### config.mk
export PLATFORM = sky130hd
export DESIGN_NAME = canonical_kmer_encoder
export DESIGN_NICKNAME = d
export VERILOG_FILES = /design/src/design/cke_pkg.sv /design/src/design/cke_base_decode.sv /design/src/design/cke_window.sv /design/src/design/canonical_kmer_encoder.sv
export SDC_FILE = /design/constraint.sdc
export NUM_CORES = 1
export LEC_CHECK = 0
export BUFFER_PORTS_ARGS = -buffer_cell sky130_fd_sc_hd__buf_4
export CAP_MARGIN = 10
export CORE_UTILIZATION = 40
export CTS_BUF_LIST = sky130_fd_sc_hd__clkbuf_8
export DETAILED_ROUTE_END_ITERATION = 7
export PLACE_DENSITY = 0.7
export SETUP_SLACK_MARGIN = 0.1
export SYNTH_ARGS = -nofsm -noshare
export SYNTH_HDL_FRONTEND = slang
export SYNTH_HIERARCHICAL = 1
export SYNTH_SLANG_ARGS = --single-unit
export TNS_END_PERCENT = 5
### constraint.sdc
create_clock -name clock -period 8.4 [get_ports clock]
set_input_delay 0.42 -clock clock [delete_from_list [all_inputs] [get_ports clock]]
set_output_delay 0.42 -clock clock [all_outputs]
set_load 0.02 [all_outputs]
### src/design/cke_pkg.sv
// cke_pkg: shared types and constants for the canonical k-mer encoder
// no dependencies
`timescale 1ns / 1ps

package cke_pkg;

   localparam int unsigned MAX_K     = 32;
   localparam int unsigned CODE_W    = 64;
   localparam int unsigned K_W       = 6;
   localparam int unsigned CHAR_W    = 8;

   localparam logic [K_W-1:0] K_RESET = 6'd31;
   localparam logic [K_W-1:0] K_MIN   = 6'd1;
   localparam logic [K_W-1:0] K_MAX   = K_W'(MAX_K);

   localparam logic [1:0] BASE_A = 2'd0;
   localparam logic [1:0] BASE_C = 2'd1;
   localparam logic [1:0] BASE_G = 2'd2;
   localparam logic [1:0] BASE_T = 2'd3;

   typedef struct packed {
      logic       valid;
      logic [1:0] code;
   } base_type;

   typedef struct packed {
      logic [CODE_W-1:0] forward_code;
      logic [CODE_W-1:0] revcomp_code;
      logic [CODE_W-1:0] canonical_code;
      logic              canonical_is_reverse;
      logic              kmer_ready;
   } result_type;

endpackage

### src/design/cke_base_decode.sv
// cke_base_decode: maps an ascii nucleotide to its 2-bit code and a valid flag
// depends on cke_pkg
`timescale 1ns / 1ps

module cke_base_decode (
   input  logic [cke_pkg::CHAR_W-1:0] base_char,
   output cke_pkg::base_type          base
);
   import cke_pkg::*;

   always_comb begin
      base.valid = 1'b1;
      base.code  = BASE_A;
      unique case (base_char)
         8'h41, 8'h61: base.code = BASE_A;
         8'h43, 8'h63: base.code = BASE_C;
         8'h47, 8'h67: base.code = BASE_G;
         8'h54, 8'h74: base.code = BASE_T;
         default: begin
            base.valid = 1'b0;
            base.code  = BASE_A;
         end
      endcase
   end

endmodule

### src/design/cke_window.sv
// cke_window: k-mer length register, rolling forward and reverse-complement
// windows, run counter and canonical select; depends on cke_pkg
`timescale 1ns / 1ps

module cke_window (
   input  logic                      clock,
   input  logic                      reset,
   input  logic                      csr_wr_en,
   input  logic [cke_pkg::K_W-1:0]   csr_wr_data,
   input  logic                      step,
   input  cke_pkg::base_type         base,
   input  logic                      end_of_sequence,
   output cke_pkg::result_type       result
);
   import cke_pkg::*;

   logic [K_W-1:0]    kmer_length_ff;
   logic [CODE_W-1:0] forward_ff, forward_in;
   logic [CODE_W-1:0] revcomp_ff, revcomp_in;
   logic [K_W-1:0]    run_ff, run_in;

   logic [K_W-1:0]    eff_k;
   logic [6:0]        width_bits;
   logic [6:0]        top_bit;
   logic [CODE_W-1:0] fwd_mask;
   logic [CODE_W-1:0] rev_mask;

   always_comb begin
      eff_k = kmer_length_ff;
      if (kmer_length_ff < K_MIN) eff_k = K_MIN;
      if (kmer_length_ff > K_MAX) eff_k = K_MAX;
      width_bits = {eff_k, 1'b0};
      top_bit    = width_bits - 7'd2;
      if (width_bits >= 7'd64) begin
         fwd_mask = '1;
      end else begin
         fwd_mask = (64'd1 << width_bits[5:0]) - 64'd1;
      end
      rev_mask = (64'd1 << top_bit[5:0]) - 64'd1;
   end

   always_comb begin
      forward_in = '0;
      revcomp_in = '0;
      run_in     = '0;
      if (base.valid) begin
         forward_in = ({forward_ff[CODE_W-3:0], base.code}) & fwd_mask;
         revcomp_in = ((revcomp_ff >> 2) & rev_mask)
                    | ({62'd0, ~base.code} << top_bit[5:0]);
         run_in     = (run_ff < eff_k) ? run_ff + 6'd1 : run_ff;
      end
      result.forward_code = forward_in;
      result.revcomp_code = revcomp_in;
      result.kmer_ready   = base.valid && (run_in >= eff_k);
      if (revcomp_in < forward_in) begin
         result.canonical_code       = revcomp_in;
         result.canonical_is_reverse = 1'b1;
      end else begin
         result.canonical_code       = forward_in;
         result.canonical_is_reverse = 1'b0;
      end
   end

   always_ff @(posedge clock) begin
      if (reset) begin
         kmer_length_ff <= K_RESET;
         forward_ff     <= '0;
         revcomp_ff     <= '0;
         run_ff         <= '0;
      end else if (csr_wr_en) begin
         kmer_length_ff <= csr_wr_data;
         forward_ff     <= '0;
         revcomp_ff     <= '0;
         run_ff         <= '0;
      end else if (step) begin
         if (end_of_sequence) begin
            forward_ff <= '0;
            revcomp_ff <= '0;
            run_ff     <= '0;
         end else begin
            forward_ff <= forward_in;
            revcomp_ff <= revcomp_in;
            run_ff     <= run_in;
         end
      end
   end

endmodule

### src/design/canonical_kmer_encoder.sv
// canonical_kmer_encoder: top level with input register, window logic and
// result register; depends on cke_pkg, cke_base_decode, cke_window
// a base goes through the input register, then the result register
// throughput: one base per cycle if rsp_ready is high, set by the window update
// a pending result does not block input while the input register can move on
// reset: synchronous active high, k-mer length to 31, windows and run cleared
`timescale 1ns / 1ps

module canonical_kmer_encoder (
   input  logic                         clock,
   input  logic                         reset,
   input  logic                         csr_wr_en,
   input  logic [cke_pkg::K_W-1:0]      csr_wr_data,
   input  logic                         req_valid,
   output logic                         req_ready,
   input  logic [cke_pkg::CHAR_W-1:0]   req_base_char,
   input  logic                         req_end_of_sequence,
   output logic                         rsp_valid,
   input  logic                         rsp_ready,
   output logic [cke_pkg::CODE_W-1:0]   rsp_forward_code,
   output logic [cke_pkg::CODE_W-1:0]   rsp_revcomp_code,
   output logic [cke_pkg::CODE_W-1:0]   rsp_canonical_code,
   output logic                         rsp_canonical_is_reverse,
   output logic                         rsp_kmer_ready,
   output logic                         rsp_sequence_end
);
   import cke_pkg::*;

   logic              in_valid_ff, in_valid_in;
   logic [CHAR_W-1:0] in_char_ff;
   logic              in_eos_ff;
   logic              rsp_valid_ff, rsp_valid_in;
   result_type        rsp_data_ff;
   logic              rsp_eos_ff;
   logic              advance;
   logic              req_take;
   base_type          base;
   result_type        result;

   assign advance     = in_valid_ff && (!rsp_valid_ff || rsp_ready);
   assign req_ready   = !in_valid_ff || advance;
   assign req_take    = req_valid && req_ready;
   assign in_valid_in = req_take || (in_valid_ff && !advance);
   assign rsp_valid_in = advance || (rsp_valid_ff && !rsp_ready);

   cke_base_decode u_decode (
      .base_char (in_char_ff),
      .base      (base)
   );

   cke_window u_window (
      .clock           (clock),
      .reset           (reset),
      .csr_wr_en       (csr_wr_en),
      .csr_wr_data     (csr_wr_data),
      .step            (advance),
      .base            (base),
      .end_of_sequence (in_eos_ff),
      .result          (result)
   );

   always_ff @(posedge clock) begin
      if (reset) begin
         in_valid_ff  <= 1'b0;
         rsp_valid_ff <= 1'b0;
      end else begin
         in_valid_ff  <= in_valid_in;
         rsp_valid_ff <= rsp_valid_in;
      end
   end

   // payload registers
   always_ff @(posedge clock) begin
      if (req_take) begin
         in_char_ff <= req_base_char;
         in_eos_ff  <= req_end_of_sequence;
      end
      if (advance) begin
         rsp_data_ff <= result;
         rsp_eos_ff  <= in_eos_ff;
      end
   end

   assign rsp_valid                = rsp_valid_ff;
   assign rsp_forward_code         = rsp_data_ff.forward_code;
   assign rsp_revcomp_code         = rsp_data_ff.revcomp_code;
   assign rsp_canonical_code       = rsp_data_ff.canonical_code;
   assign rsp_canonical_is_reverse = rsp_data_ff.canonical_is_reverse;
   assign rsp_kmer_ready           = rsp_data_ff.kmer_ready;
   assign rsp_sequence_end         = rsp_eos_ff;

endmodule

After elaboration in Yosys (flattened, before gate mapping)

Cells that the tools add are included.

Input port bits: 20
Logic and storage cells: 70
Register bits: 344
Output and inout bits: 197

Bitwise logic cells: 4
Eq/ne operators: 8
Muxes and demuxes: 13
Shift operators: 3
Add/subtract/negate cells: 4
$lt $le $gt $ge: 6
Reduce and logical (&&, ||, !) cells: 18

Operators with widths:

| operator                | count |
|---|---|
| $mux W64                | 4 |
| $shl A1 B6 Y64 const A  | 2 |
| $sub A64 B1 Y64 const B | 2 |
| $mux W65                | 1 |
| $and A62 B64 Y64        | 1 |
| $and A64 B64 Y64        | 1 |
| $eq A8 B7 Y1 const B    | 8 |
| $lt A64 B64 Y1          | 1 |
| $or A64 B64 Y64         | 1 |
| $shl A2 B6 Y64          | 1 |
| $mux W62                | 1 |
| $mux W6                 | 5 |
| $reduce_or A2 Y1        | 4 |
| $reduce_or A8 Y1        | 1 |
| $ge A7 B7 Y1 const B    | 1 |
| $add A6 B1 Y6 const B   | 1 |
| $ge A6 B6 Y1            | 1 |
| $gt A6 B6 Y1 const B    | 1 |
| $lt A6 B1 Y1 const B    | 1 |
| $lt A6 B6 Y1            | 1 |
| $pmux W2 S3             | 1 |
| $sub A6 B2 Y6 const B   | 1 |
| $logic_and A1 B1 Y1     | 5 |
| $logic_not A1 Y1        | 4 |
| 3 further kinds         | 6 |

Longest topological paths before layout

Gate-level depths: netlist of run 1.

Depth in word-level cells: 11
Mapped depth: 29
Gate-level depth less buffers: 22

By module

The synthesis of run 1 kept the hierarchy.

Modules (own cells, without submodules):

| module                 | area each (sq um) | times used | sequential area each (sq um) | cells an instance |
|---|---|---|---|---|
| cke_window             | 10805.4           | 1          | 2722.6                       | 1394 |
| canonical_kmer_encoder | 6229.7            | 1          | 6165.9                       | 214 |
| cke_base_decode        | 82.6              | 1          | 0.0                          | 13 |

Worst setup path after synthesis of run 1

OpenSTA, ideal clock, no wires.

Kind: reg-to-reg
Start: register u_window.kmer_length_ff[5]
End: register rsp_data_ff (netlist bit rsp_canonical_code[10]), data pin
Path buffers: 6
Required time: 8.140 ns
Path slack: 1.766 ns
Arrival time: 6.374 ns
Clock period less this slack: 6.634 ns
Stages on the path, launching flop included: 29
Setup time: 0.260 ns
Cells stage by stage: dfxtp_1 clkbuf_1 clkbuf_1 clkinv_1 o21ai_1 clkinv_1 ha_1 clkbuf_1 nor2_1 a2111o_1 o221ai_1 nor4_1 and4b_1 clkbuf_1 nand2_1 xor2_1 a32oi_1 inv_1 ha_1 nand4_1 nor4_1 nand4_1 or3_1 a211oi_1 o21ai_0 o211ai_1 buf_4 buf_6 mux2_4

RTL lines:

| element                | line                         | RTL |
|---|---|---|
| start, declared        | cke_window.sv:17             | `logic [K_W-1:0] kmer_length_ff;` |
| start signal, assigned | cke_window.sv:71             | `kmer_length_ff <= csr_wr_data;` |
| end signal, assigned   | canonical_kmer_encoder.sv:79 | `rsp_data_ff <= result;` |
| end, declared          | canonical_kmer_encoder.sv:33 | `result_type rsp_data_ff;` |

==> results of run 1 <==
## metal layers
layer / vias up / track usage / routed length (um)
li1: 6530 / - / -
met1: 6924 / 0.3045 / 22010
met2: 559 / 0.3736 / 24100
met3: 114 / 0.06132 / 4145
met4: 0 / 0.07860 / 1406
met5: - / 0 / 0
## sequential cells by signal, indices dropped and copies added, names as in the netlist
name	count
rsp_revcomp_code	64
rsp_valid	1
in_eos_ff	1
u_window/run_ff	6
u_window/revcomp_ff	62
rsp_canonical_code	64
in_valid_ff	1
rsp_forward_code	64
u_window/kmer_length_ff	6
rsp_canonical_is_reverse	1
rsp_kmer_ready	1
rsp_sequence_end	1
in_char_ff	7
u_window/forward_ff	62
## through the flow
| stage | std cells | util |
|---|---|---|
| 2_1_floorplan | 1620 | - |
| 3_5_place_dp | 2358 | 0.4665 |
| 6_report | 2479 | 0.4964 |
| 5_1_grt | 2479 | 0.4964 |
| 3_3_place_gp | 2358 | 0.4665 |
| 4_1_cts | 2478 | 0.4964 |
## critical path: stages (launching register included)
cell	delay, ns
dfxtp_1	0.31
nor4_1	0.36
o21ai_1	0.28
ha_1	0.51
o21ai_0	0.21
ha_1	0.24
a21boi_0	0.56
and4_1	0.42
o2111a_1	0.35
a21boi_0	0.48
o211ai_1	0.26
ha_1	0.39
nand4_1	0.12
nor4_1	0.29
buf_4	0.21
nand4_1	0.16
or3_1	0.44
a211oi_1	0.46
o21ai_0	0.16
o211ai_1	0.14
buf_4	0.22
buf_12	0.21
mux2_2	0.36
## how the worst max path moves through the flow
| stage | startpoint | endpoint | slack, ns | cells past startpoint |
|---|---|---|---|---|
| after CTS | u_window/kmer_length_ff[5]$_SDFFE_PP0P_ | rsp_canonical_code[2]$_DFFE_PP_ | 1.03 | 26 |
| after global routing | u_window/kmer_length_ff[1]$_SDFFE_PP1P_ | rsp_canonical_code[2]$_DFFE_PP_ | 0.56 | 25 |
| after detailed placement | u_window/kmer_length_ff[5]$_SDFFE_PP0P_ | rsp_canonical_code[2]$_DFFE_PP_ | 1.05 | 26 |
| after global placement | u_window/kmer_length_ff[1]$_SDFFE_PP1P_ | rsp_canonical_code[2]$_DFFE_PP_ | 1.18 | 25 |
| after floorplan | u_window/kmer_length_ff[5]$_SDFFE_PP0P_ | rsp_canonical_code[10]$_DFFE_PP_ | 1.77 | 28 |
| final | u_window/kmer_length_ff[1]$_SDFFE_PP1P_ | rsp_canonical_code[2]$_DFFE_PP_ | 0.94 | 22 |
## placed cells by master (no fill, tap or decap), types with 18 or more instances in the layout
cell,count
a22oi_1,100
mux2_4,42
inv_1,121
a21o_1,25
o21ai_0,68
nor3_1,23
o211ai_1,27
dfxtp_1,137
a21oi_1,50
buf_4,291
nand3_1,24
edfxtp_1,203
nand4_1,26
ha_1,77
clkbuf_8,66
xnor2_1,23
nor2b_1,18
mux2i_1,22
nor2_1,174
nand2_1,138
## power by group through the flow
stage               sequential [mW]  clock, mW  combinational, mW
floorplan                      1.94          0              0.231
global placement               1.88          0              0.500
detailed placement             1.88          0              0.504
CTS                            1.84       1.46              0.512
global route                   1.84       1.53              0.546
finish                         1.84       1.41              0.518
## cell type report
type / count / area, um2 / share of cell area
diodes: 1 / 2.502 / 0.0001199
clock buffers: 66 / 908.4 / 0.04353
clock inverters: 38 / 185.2 / 0.008873
inverters: 102 / 384.1 / 0.01841
multi-input cells: 1083 / 7471 / 0.3580
flip-flops and latches: 341 / 8860 / 0.4245
well taps: 539 / 674.4 / 0.03231
repair buffers: 309 / 2385 / 0.1143
## timing repair
| action | in CTS | in global routing |
|---|---|---|
| hold endpoints to repair | 16 | 0 |
| hold buffers | 16 | 0 |
| resized for setup | 0 | 0 |
==> flow_summary_export.csv, run 1 <==
group,metric,value,unit
worst_setup_path,rrSetupSlack,0.94,ns
die,die-area,43550,um2
clock_tree,cts_sinks,341,
worst_setup_path,worst_setup_path_end_kind,"flop",
die,design.core.area,42040,um2
worst_hold_path,worstHoldPathCells,3,
clock_tree,cts_made_buffers,56,
sta,min_period,7.457,ns
power,ir_worst_vdd,102.8,uV
sta,worst_hold_slack,0.09453,ns
route,drtIter0Drc,1431,
sta,fin_ws,0.9427,ns
global_route,grt_max_degree,83,
global_route,grt.overflow.total,0,
cells_and_area,nets,1990,
power,clkPwrFrac,0.375,
clock_tree,cts_tree,"done",
worst_hold_path,hp-class,"primary input to flop",
power,power,3.772,mW
die,fp.dieW,208.7,um
place,preCtsSetupSlack,1.054,ns
worst_setup_path,cp_data_arrival_time,7.84,ns
synth,syn_nets,1717,
die,row_count,75,
cells_and_area,fillerInstances,3820,
worst_setup_path,r2r-end,"rsp_canonical_code[2]$_DFFE_PP_",
die,pin_count,217,
sta,hold_viol_final,0,
die,start_util,0.4065,
clock_tree,clk_pin_slew,0.06,ns
worst_setup_path,cp_max_fo,21,
global_route,antenna_found_initial,1,
power,comb_power_share,0.137,
worst_setup_path,start_kind,"flop",
route,dr.pass1.iters,5,
power,p_sw_frac,0.2735,
worst_setup_path,required,8.78,ns
sta,rsz0062_at_grt,"no",
route,viasPerCell,5.699,
job,maxCapViolations,0,
synth,netlist_instances,1620,
synth,synth_area,17090,um2
global_route,grt_pass1_vias,13810,
sta,max_freq,134.1,MHz
clock_tree,cts_buffer_depth,3,
route,antenna_left,0,
sta,setup_tns,0,ns
cells_and_area,final_area,20870,um2
worst_setup_path,r2r_cells,22,
worst_hold_path,hold_start,"rsp_ready",
worst_setup_path,critPathKind,"flop to flop",
sta,period_share,0.8878,
synth,yosys_warnings,6,
power,internal_power,2.741,mW
global_route,grt_pass1_wl,79010,um
cells_and_area,syn_to_final_growth,22.14,%
route,drt_wl_total,51670,um
cells_and_area,drive_gt1_frac,0.2321,
sta,tightest_slew,1.219,ns
clock_tree,cts_root_buf,"clkbuf_8",
route,vias,14130,
sta,finalSetupViolations,0,
global_route,grt_usage,0.2330,
clock_tree,cts_setup_buffers,0,
sta,finClkSkew,0.02473,ns
route,remaining_drc_errors,0,
run_status,status,"completed",
clock_tree,clk_latency,0.63,ns
power,p_switching,1.032,mW
place,place_hpwl,36070,um
sta,max-slew-margin-rel,0.1810,
power,power.static_leakage,8.544,nW
power,power_density,180.8,nW/um2
place,place.gp.congestion,0.9097,
power,power_frac_seq,0.488,
clock_tree,cts_max_level,2,
route,wire_per_inst,20.84,um
sta,final_max_slew_viol_count,0,
worst_setup_path,r2r_start,"u_window/kmer_length_ff[1]$_SDFFE_PP1P_",
place,port_buffers,215,
worst_hold_path,worstHoldEndpoint,"rsp_valid$_SDFF_PP0_",
synth,syn_avg_cell_area,10.55,um2
place,post_dp_cell_area,19610,um2
die,die_y,208.7,um
Note: power is estimated with default switching activity, not from simulation.
==> inputs of run 2 (changes only) <==
--- a/config.mk
+++ b/config.mk
@@ -7,10 +7,10 @@
 export LEC_CHECK = 0
 export BUFFER_PORTS_ARGS = -buffer_cell sky130_fd_sc_hd__buf_4
 export CAP_MARGIN = 10
-export CORE_UTILIZATION = 40
+export CORE_UTILIZATION = 41
 export CTS_BUF_LIST = sky130_fd_sc_hd__clkbuf_8
 export DETAILED_ROUTE_END_ITERATION = 7
-export PLACE_DENSITY = 0.7
+export PLACE_DENSITY = 0.71
 export SETUP_SLACK_MARGIN = 0.1
 export SYNTH_ARGS = -nofsm -noshare
 export SYNTH_HDL_FRONTEND = slang
==> run 2 against run 1 <==
Wire length up 1.2%. Sequential share of layout area rose by 0.26 points. Global-route usage up 1.0 points. Critical path type unchanged. Largest power group unchanged.
==> flow_summary_export.csv, run 2 (synthesized netlist as in run 1, its figures left out) <==
group,metric,value,unit
run_status,status,"completed",
cells_and_area,mostFrequentLayoutCells,"buf_4, edfxtp_1, nor2_1",
place,dp_cells,2331,
sta,min_period,7.651,ns
worst_setup_path,start_kind,"flop",
worst_setup_path,crit_end,"rsp_canonical_code[2]$_DFFE_PP_",
sta,setup_tns,0,ns
worst_setup_path,r2r_cells,23,
worst_setup_path,r2r-end,"rsp_canonical_code[2]$_DFFE_PP_",
worst_setup_path,cp_top_family,"simple AND/OR/NAND/NOR gates",
cells_and_area,final_cells,2461,
worst_setup_path,worst_setup_path_end_kind,"flop",
die,die-area,42500,um2
cells_and_area,syn_to_final_growth,21.39,%
route,vias,14140,
clock_tree,clk_latency,0.66,ns
global_route,grt_pass1_wl,79070,um
cells_and_area,drive_gt1_frac,0.2220,
cells_and_area,fillerInstances,3721,
sta,worst_hold_slack,0.08199,ns
sta,period_share,0.9108,
global_route,grt_usage,0.2434,
route,viasPerCell,5.744,
sta,final_max_slew_viol_count,0,
power,power_density,181.7,nW/um2
clock_tree,cts_buffer_depth,3,
sta,finalSetupViolations,0,
worst_setup_path,required,8.81,ns
clock_tree,cts_sinks,341,
worst_setup_path,cp_num_cells,23,
worst_setup_path,slowest_stage,"ha_1",
worst_setup_path,critPathBufInv,4,
worst_setup_path,r2r_start,"u_window/kmer_length_ff[1]$_SDFFE_PP1P_",
worst_setup_path,worst_path_largest_cell_delay,0.58,ns
place,place.gp.congestion,0.9482,
sta,max_freq,130.7,MHz
die,row_count,74,
power,power.static_leakage,8.406,nW
global_route,grt_max_degree,82,
die,die_y,206.2,um
global_route,antenna_found_initial,0,
cells_and_area,mostFrequentLayoutCell,"buf_4",
clock_tree,cts_max_level,2,
global_route,grt_pass1_vias,13830,
die,start_util,0.4175,
route,wire_per_inst,21.25,um
worst_setup_path,cp_max_fo,35,
sta,finClkSkew,0.02565,ns
cells_and_area,nets,1976,
route,antenna_left,0,
die,pin_count,217,
sta,fin_ws,0.7493,ns
worst_setup_path,crit_top_cell,"ha_1",
worst_setup_path,rrSetupSlack,0.75,ns
clock_tree,cts_root_buf,"clkbuf_8",
global_route,grt.overflow.total,0,
clock_tree,cts_setup_buffers,0,
route,drt_wl_total,52300,um
clock_tree,clk_pin_slew,0.06,ns
route,remaining_drc_errors,0,
worst_setup_path,crit_chain,"nor4_1 > o21ai_1 > ha_1 > o21ai_0 > ha_1 > a21boi_0 > and4_1 > o2111a_1 > nor2_1 > nor4b_1 > buf_4 > inv_1 > ha_1 > nand4_1 > nor4_1 > buf_4 > nand4_1 > or3_1 > a211oi_1 > o21ai_0 > o211ai_1 > buf_12 > mux2_2",
sta,max-slew-margin-rel,0.2043,
place,place_hpwl,36120,um
route,drtIter0Drc,1531,
worst_hold_path,hp-class,"primary input to flop",
worst_setup_path,crit_start,"u_window/kmer_length_ff[1]$_SDFFE_PP1P_",
job,maxCapViolations,0,
die,design.core.area,40920,um2
worst_setup_path,cp_data_arrival_time,8.06,ns
sta,hold_viol_final,0,
die,fp.dieW,206.2,um
sta,tightest_slew,1.191,ns
clock_tree,cts_tree,"done",
route,dr.pass1.iters,8,
clock_tree,cts_resized,0,
place,port_buffers,215,
sta,rsz0062_at_grt,"no",
place,preCtsSetupSlack,0.9007,ns
clock_tree,cts_made_buffers,58,
power,ir_worst_vdd,119.8,uV
worst_setup_path,critPathKind,"flop to flop",
==> run 2: cell types whose count changed in the layout (fill, tap and decap cells not counted), sizes merged <==
cell	delta
clkinvlp	+4
clkinv	+15
clkbuf	-8
buf	-20
dlygate4sd3	+4
inv	-7
bufinv	+1
==> run 2: final cells by class <==
type | instances | area [um2] | share of cell area
Sequential cell | 341 | 8860 | 0.4271
Multi-Input combinational cell | 1083 | 7471 | 0.3602
Timing Repair Buffer | 293 | 2275 | 0.1097
Clock buffer | 58 | 798.3 | 0.03848
Tap cell | 532 | 665.6 | 0.03209
Inverter | 102 | 384.1 | 0.01852
Clock inverter | 51 | 286.5 | 0.01381
Antenna cell | 1 | 2.502 | 0.0001206
==> run 2: power breakdown <==
part	switching [mW]	internal (mW)	total [mW]
registers	0.0184	1.82	1.84
clock network	0.708	0.712	1.42
logic	0.342	0.167	0.509
total	1.07	2.70	3.77
==> run 2: what timing repair did <==
action | in CTS | in global routing
hold buffers | 20 | 0
endpoints found under the hold margin | 16 | 0
setup endpoints to repair | 0 | 0
==> run 2: through the flow <==
stage,utilization,power (mW),cell area [um2]
floorplan,-,2.169,17090
global placement,0.4754,2.364,19450
detailed placement,0.4754,2.366,19450
CTS,0.5068,3.800,20740
global route,0.5068,3.914,20740
finish,0.5068,3.769,20740
==> run 2: routing by layer <==
metal / global-route usage / wire, um / vias to the layer above
li1: - / - / 6504
met1: 0.3236 / 22260 / 6888
met2: 0.3804 / 24190 / 627
met3: 0.05503 / 4110 / 118
met4: 0.1027 / 1734 / 0
met5: 0 / 0 / -
==> run 2: worst min-delay path by stage <==
stage | from | to | slack, ns | cells past startpoint
floorplan | u_window/forward_ff[46]$_SDFFE_PP0P_ | u_window/forward_ff[46]$_SDFFE_PP0P_ | 0.42 | 2
global placement | u_window/revcomp_ff[49]$_SDFFE_PP0P_ | u_window/revcomp_ff[49]$_SDFFE_PP0P_ | 0.43 | 2
detailed placement | u_window/forward_ff[40]$_SDFFE_PP0P_ | u_window/forward_ff[40]$_SDFFE_PP0P_ | 0.44 | 2
CTS | rsp_ready | rsp_valid$_SDFF_PP0_ | 0.04 | 3
global route | rsp_ready | rsp_valid$_SDFF_PP0_ | 0.05 | 3
finish | rsp_ready | rsp_valid$_SDFF_PP0_ | 0.08 | 3
==> run 2: worst register-to-register path, stage by stage (launching register included) <==
cell and delay, ns:
dfxtp_1 0.31, nor4_1 0.40, o21ai_1 0.28, ha_1 0.58, o21ai_0 0.26, ha_1 0.27, a21boi_0 0.36, and4_1 0.42
o2111a_1 0.57, nor2_1 0.18, nor4b_1 0.48, buf_4 0.21, inv_1 0.04, ha_1 0.29, nand4_1 0.21, nor4_1 0.28
buf_4 0.20, nand4_1 0.17, or3_1 0.42, a211oi_1 0.30, o21ai_0 0.16, o211ai_1 0.24, buf_12 0.32, mux2_2 0.44
==> inputs of run 3 (changes only) <==
--- a/config.mk
+++ b/config.mk
@@ -7,10 +7,11 @@
 export LEC_CHECK = 0
 export BUFFER_PORTS_ARGS = -buffer_cell sky130_fd_sc_hd__buf_4
 export CAP_MARGIN = 10
-export CORE_UTILIZATION = 41
+export CORE_UTILIZATION = 60
 export CTS_BUF_LIST = sky130_fd_sc_hd__clkbuf_8
 export DETAILED_ROUTE_END_ITERATION = 7
-export PLACE_DENSITY = 0.71
+export MAX_ROUTING_LAYER = met4
+export PLACE_DENSITY = 0.93
 export SETUP_SLACK_MARGIN = 0.1
 export SYNTH_ARGS = -nofsm -noshare
 export SYNTH_HDL_FRONTEND = slang
==> run 3 against run 2 <==
The run now ends with DRC left. Worst hold slack worse by 0.058 ns. Fmax is 1.3% lower. Sequential power hardly changed. Register-to-register slack worse by 0.10 ns. Sequential cell count stayed put. Sequential share of layout area is 0.37 points higher. Non-clock buffer count is 3 higher.
==> flow_summary_export.csv, run 3 (synthesized netlist as in run 1, its figures left out) <==
group,metric,value,unit
worst_setup_path,cp_top_family,"compound AO/OA/AOI/OAI gates",
run_status,status,"finished, violations left",
clock_tree,clk_latency,0.59,ns
route,dr.pass1.iters,8,
power,power_density,185.2,nW/um2
sta,finalSetupViolations,0,
clock_tree,clk_pin_slew,0.06,ns
clock_tree,cts_root_buf,"clkbuf_8",
route,vias,14900,
cells_and_area,mostFrequentLayoutCells,"buf_4, edfxtp_1, nor2_1",
worst_setup_path,slowest_stage,"a21boi_0",
clock_tree,cts_tree,"done",
cells_and_area,mostFrequentLayoutCell,"buf_4",
run_status,violations,"DRC",
worst_setup_path,crit_top_cell,"ha_1",
worst_setup_path,cp_data_arrival_time,8.07,ns
place,place.gp.congestion,0.9876,
cells_and_area,final_util,0.7361,
cells_and_area,diodes,0,
clock_tree,cts_made_buffers,52,
worst_setup_path,required,8.72,ns
place,port_buffers,215,
cells_and_area,seq_area,8860,um2
cells_and_area,final_cells,2298,
job,maxCapViolations,0,
global_route,grt.overflow.total,0,
clock_tree,cts_max_level,2,
worst_hold_path,hp-class,"primary input to flop",
die,design.core.area,27930,um2
die,row_count,61,
sta,final_max_slew_viol_count,0,
place,place_hpwl,35710,um
route,wire_per_inst,22.70,um
route,remaining_drc_errors,9,
die,start_util,0.6117,
sta,hold_viol_final,0,
global_route,grt_pass1_vias,14300,
clock_tree,cts_buffer_depth,3,
sta,max_freq,129.0,MHz
die,die-area,29160,um2
sta,finClkSkew,0.02247,ns
route,antenna_left,0,
global_route,antenna_found_initial,0,
sta,min_period,7.751,ns
worst_setup_path,critPathKind,"flop to flop",
worst_setup_path,crit_chain,"nor4_1 > o21ai_1 > ha_1 > o21ai_0 > ha_1 > a21boi_0 > and4_1 > o2111a_1 > and3_1 > nor2_1 > mux2i_1 > nand3_1 > ha_1 > nand4_1 > nor4_1 > buf_4 > nand4_1 > or3_1 > a211oi_1 > o21ai_0 > o211ai_1 > buf_4 > buf_12 > mux2_2",
worst_setup_path,cp_max_fo,14,
cells_and_area,multi_input_area,7471,um2
cells_and_area,nets,1973,
global_route,grt_usage,0.3627,
route,drtIter0Drc,2076,
worst_setup_path,worst_path_largest_cell_delay,0.60,ns
worst_hold_path,hold_start,"req_base_char[0]",
power,power,3.809,mW
clock_tree,cts_sinks,341,
die,die_y,170.8,um
die,pin_count,217,
worst_setup_path,worst_setup_path_end_kind,"flop",
sta,setup_tns,0,ns
worst_setup_path,critPathBufInv,3,
cells_and_area,fillerInstances,1889,
route,drt_wl_total,52160,um
worst_setup_path,crit_start,"u_window/kmer_length_ff[1]$_SDFFE_PP1P_",
global_route,grt_max_degree,83,
die,fp.dieW,170.8,um
worst_setup_path,start_kind,"flop",
route,viasPerCell,6.484,
worst_setup_path,r2r_start,"u_window/kmer_length_ff[1]$_SDFFE_PP1P_",
sta,max-slew-margin-rel,0.1675,
place,post_dp_cell_area,19400,um2
sta,period_share,0.9227,
power,ir_worst_vdd,149.3,uV
global_route,grt_pass1_wl,78940,um
worst_setup_path,rrSetupSlack,0.65,ns
sta,tightest_slew,1.246,ns
clock_tree,cts_setup_buffers,0,
cells_and_area,final_area,20560,um2
sta,rsz0062_at_grt,"no",
cells_and_area,drive_gt1_frac,0.2328,
cells_and_area,syn_to_final_growth,20.33,%
place,dp_cells,2195,
power,power.static_leakage,8.449,nW
==> run 3: routing by layer <==
layer  wire [um]  GRT usage  vias to the layer above  share of wire
met5           0          -                        -              0
met1       19810     0.4637                     7051           0.38
met3        5815    0.06662                      234           0.11
li1            -          -                     6497              -
met4        2129     0.1445                        0          0.041
met2       24410     0.5713                     1119           0.47
==> run 3: worst paths after layout <==
path,endpoint,cells after the start
setup / recovery,rsp_canonical_code[63]$_DFFE_PP_,24
hold / removal,in_char_ff[0]$_DFFE_PP_,1
setup reg to reg,rsp_canonical_code[63]$_DFFE_PP_,24
hold reg to reg,u_window/revcomp_ff[59]$_SDFFE_PP0P_,2
==> run 3: through the flow <==
stage	hold slack [ns]	setup WS, ns
after floorplan	0.4247	1.766
after global placement	0.4333	1.268
after detailed placement	0.4415	0.9560
after CTS	0.007283	0.9152
after global routing	0.007963	0.4421
final	0.02368	0.6490
==> run 3: cell type report <==
class / instances / share of cell area
sequential: 341 / 0.4309
multi-input combinational: 1083 / 0.3633
timing repair buffer: 296 / 0.1099
clock buffer: 65 / 0.04351
tap: 378 / 0.02300
inverter: 102 / 0.01868
clock inverter: 33 / 0.01071
==> run 3: report_power, final <==
group	leakage [nW]	internal, mW	switching, mW	total, mW
combinational	4.92	0.176	0.348	0.523
clock	0.625	0.791	0.653	1.44
sequential	2.91	1.82	0.0201	1.84
total	8.45	2.79	1.02	3.81
==> run 3: timing repair <==
item	4_1_cts	5_1_grt
endpoints found under the hold margin	5	0
setup endpoints to repair	0	0
hold buffers	5	0
gates resized for setup	0	0
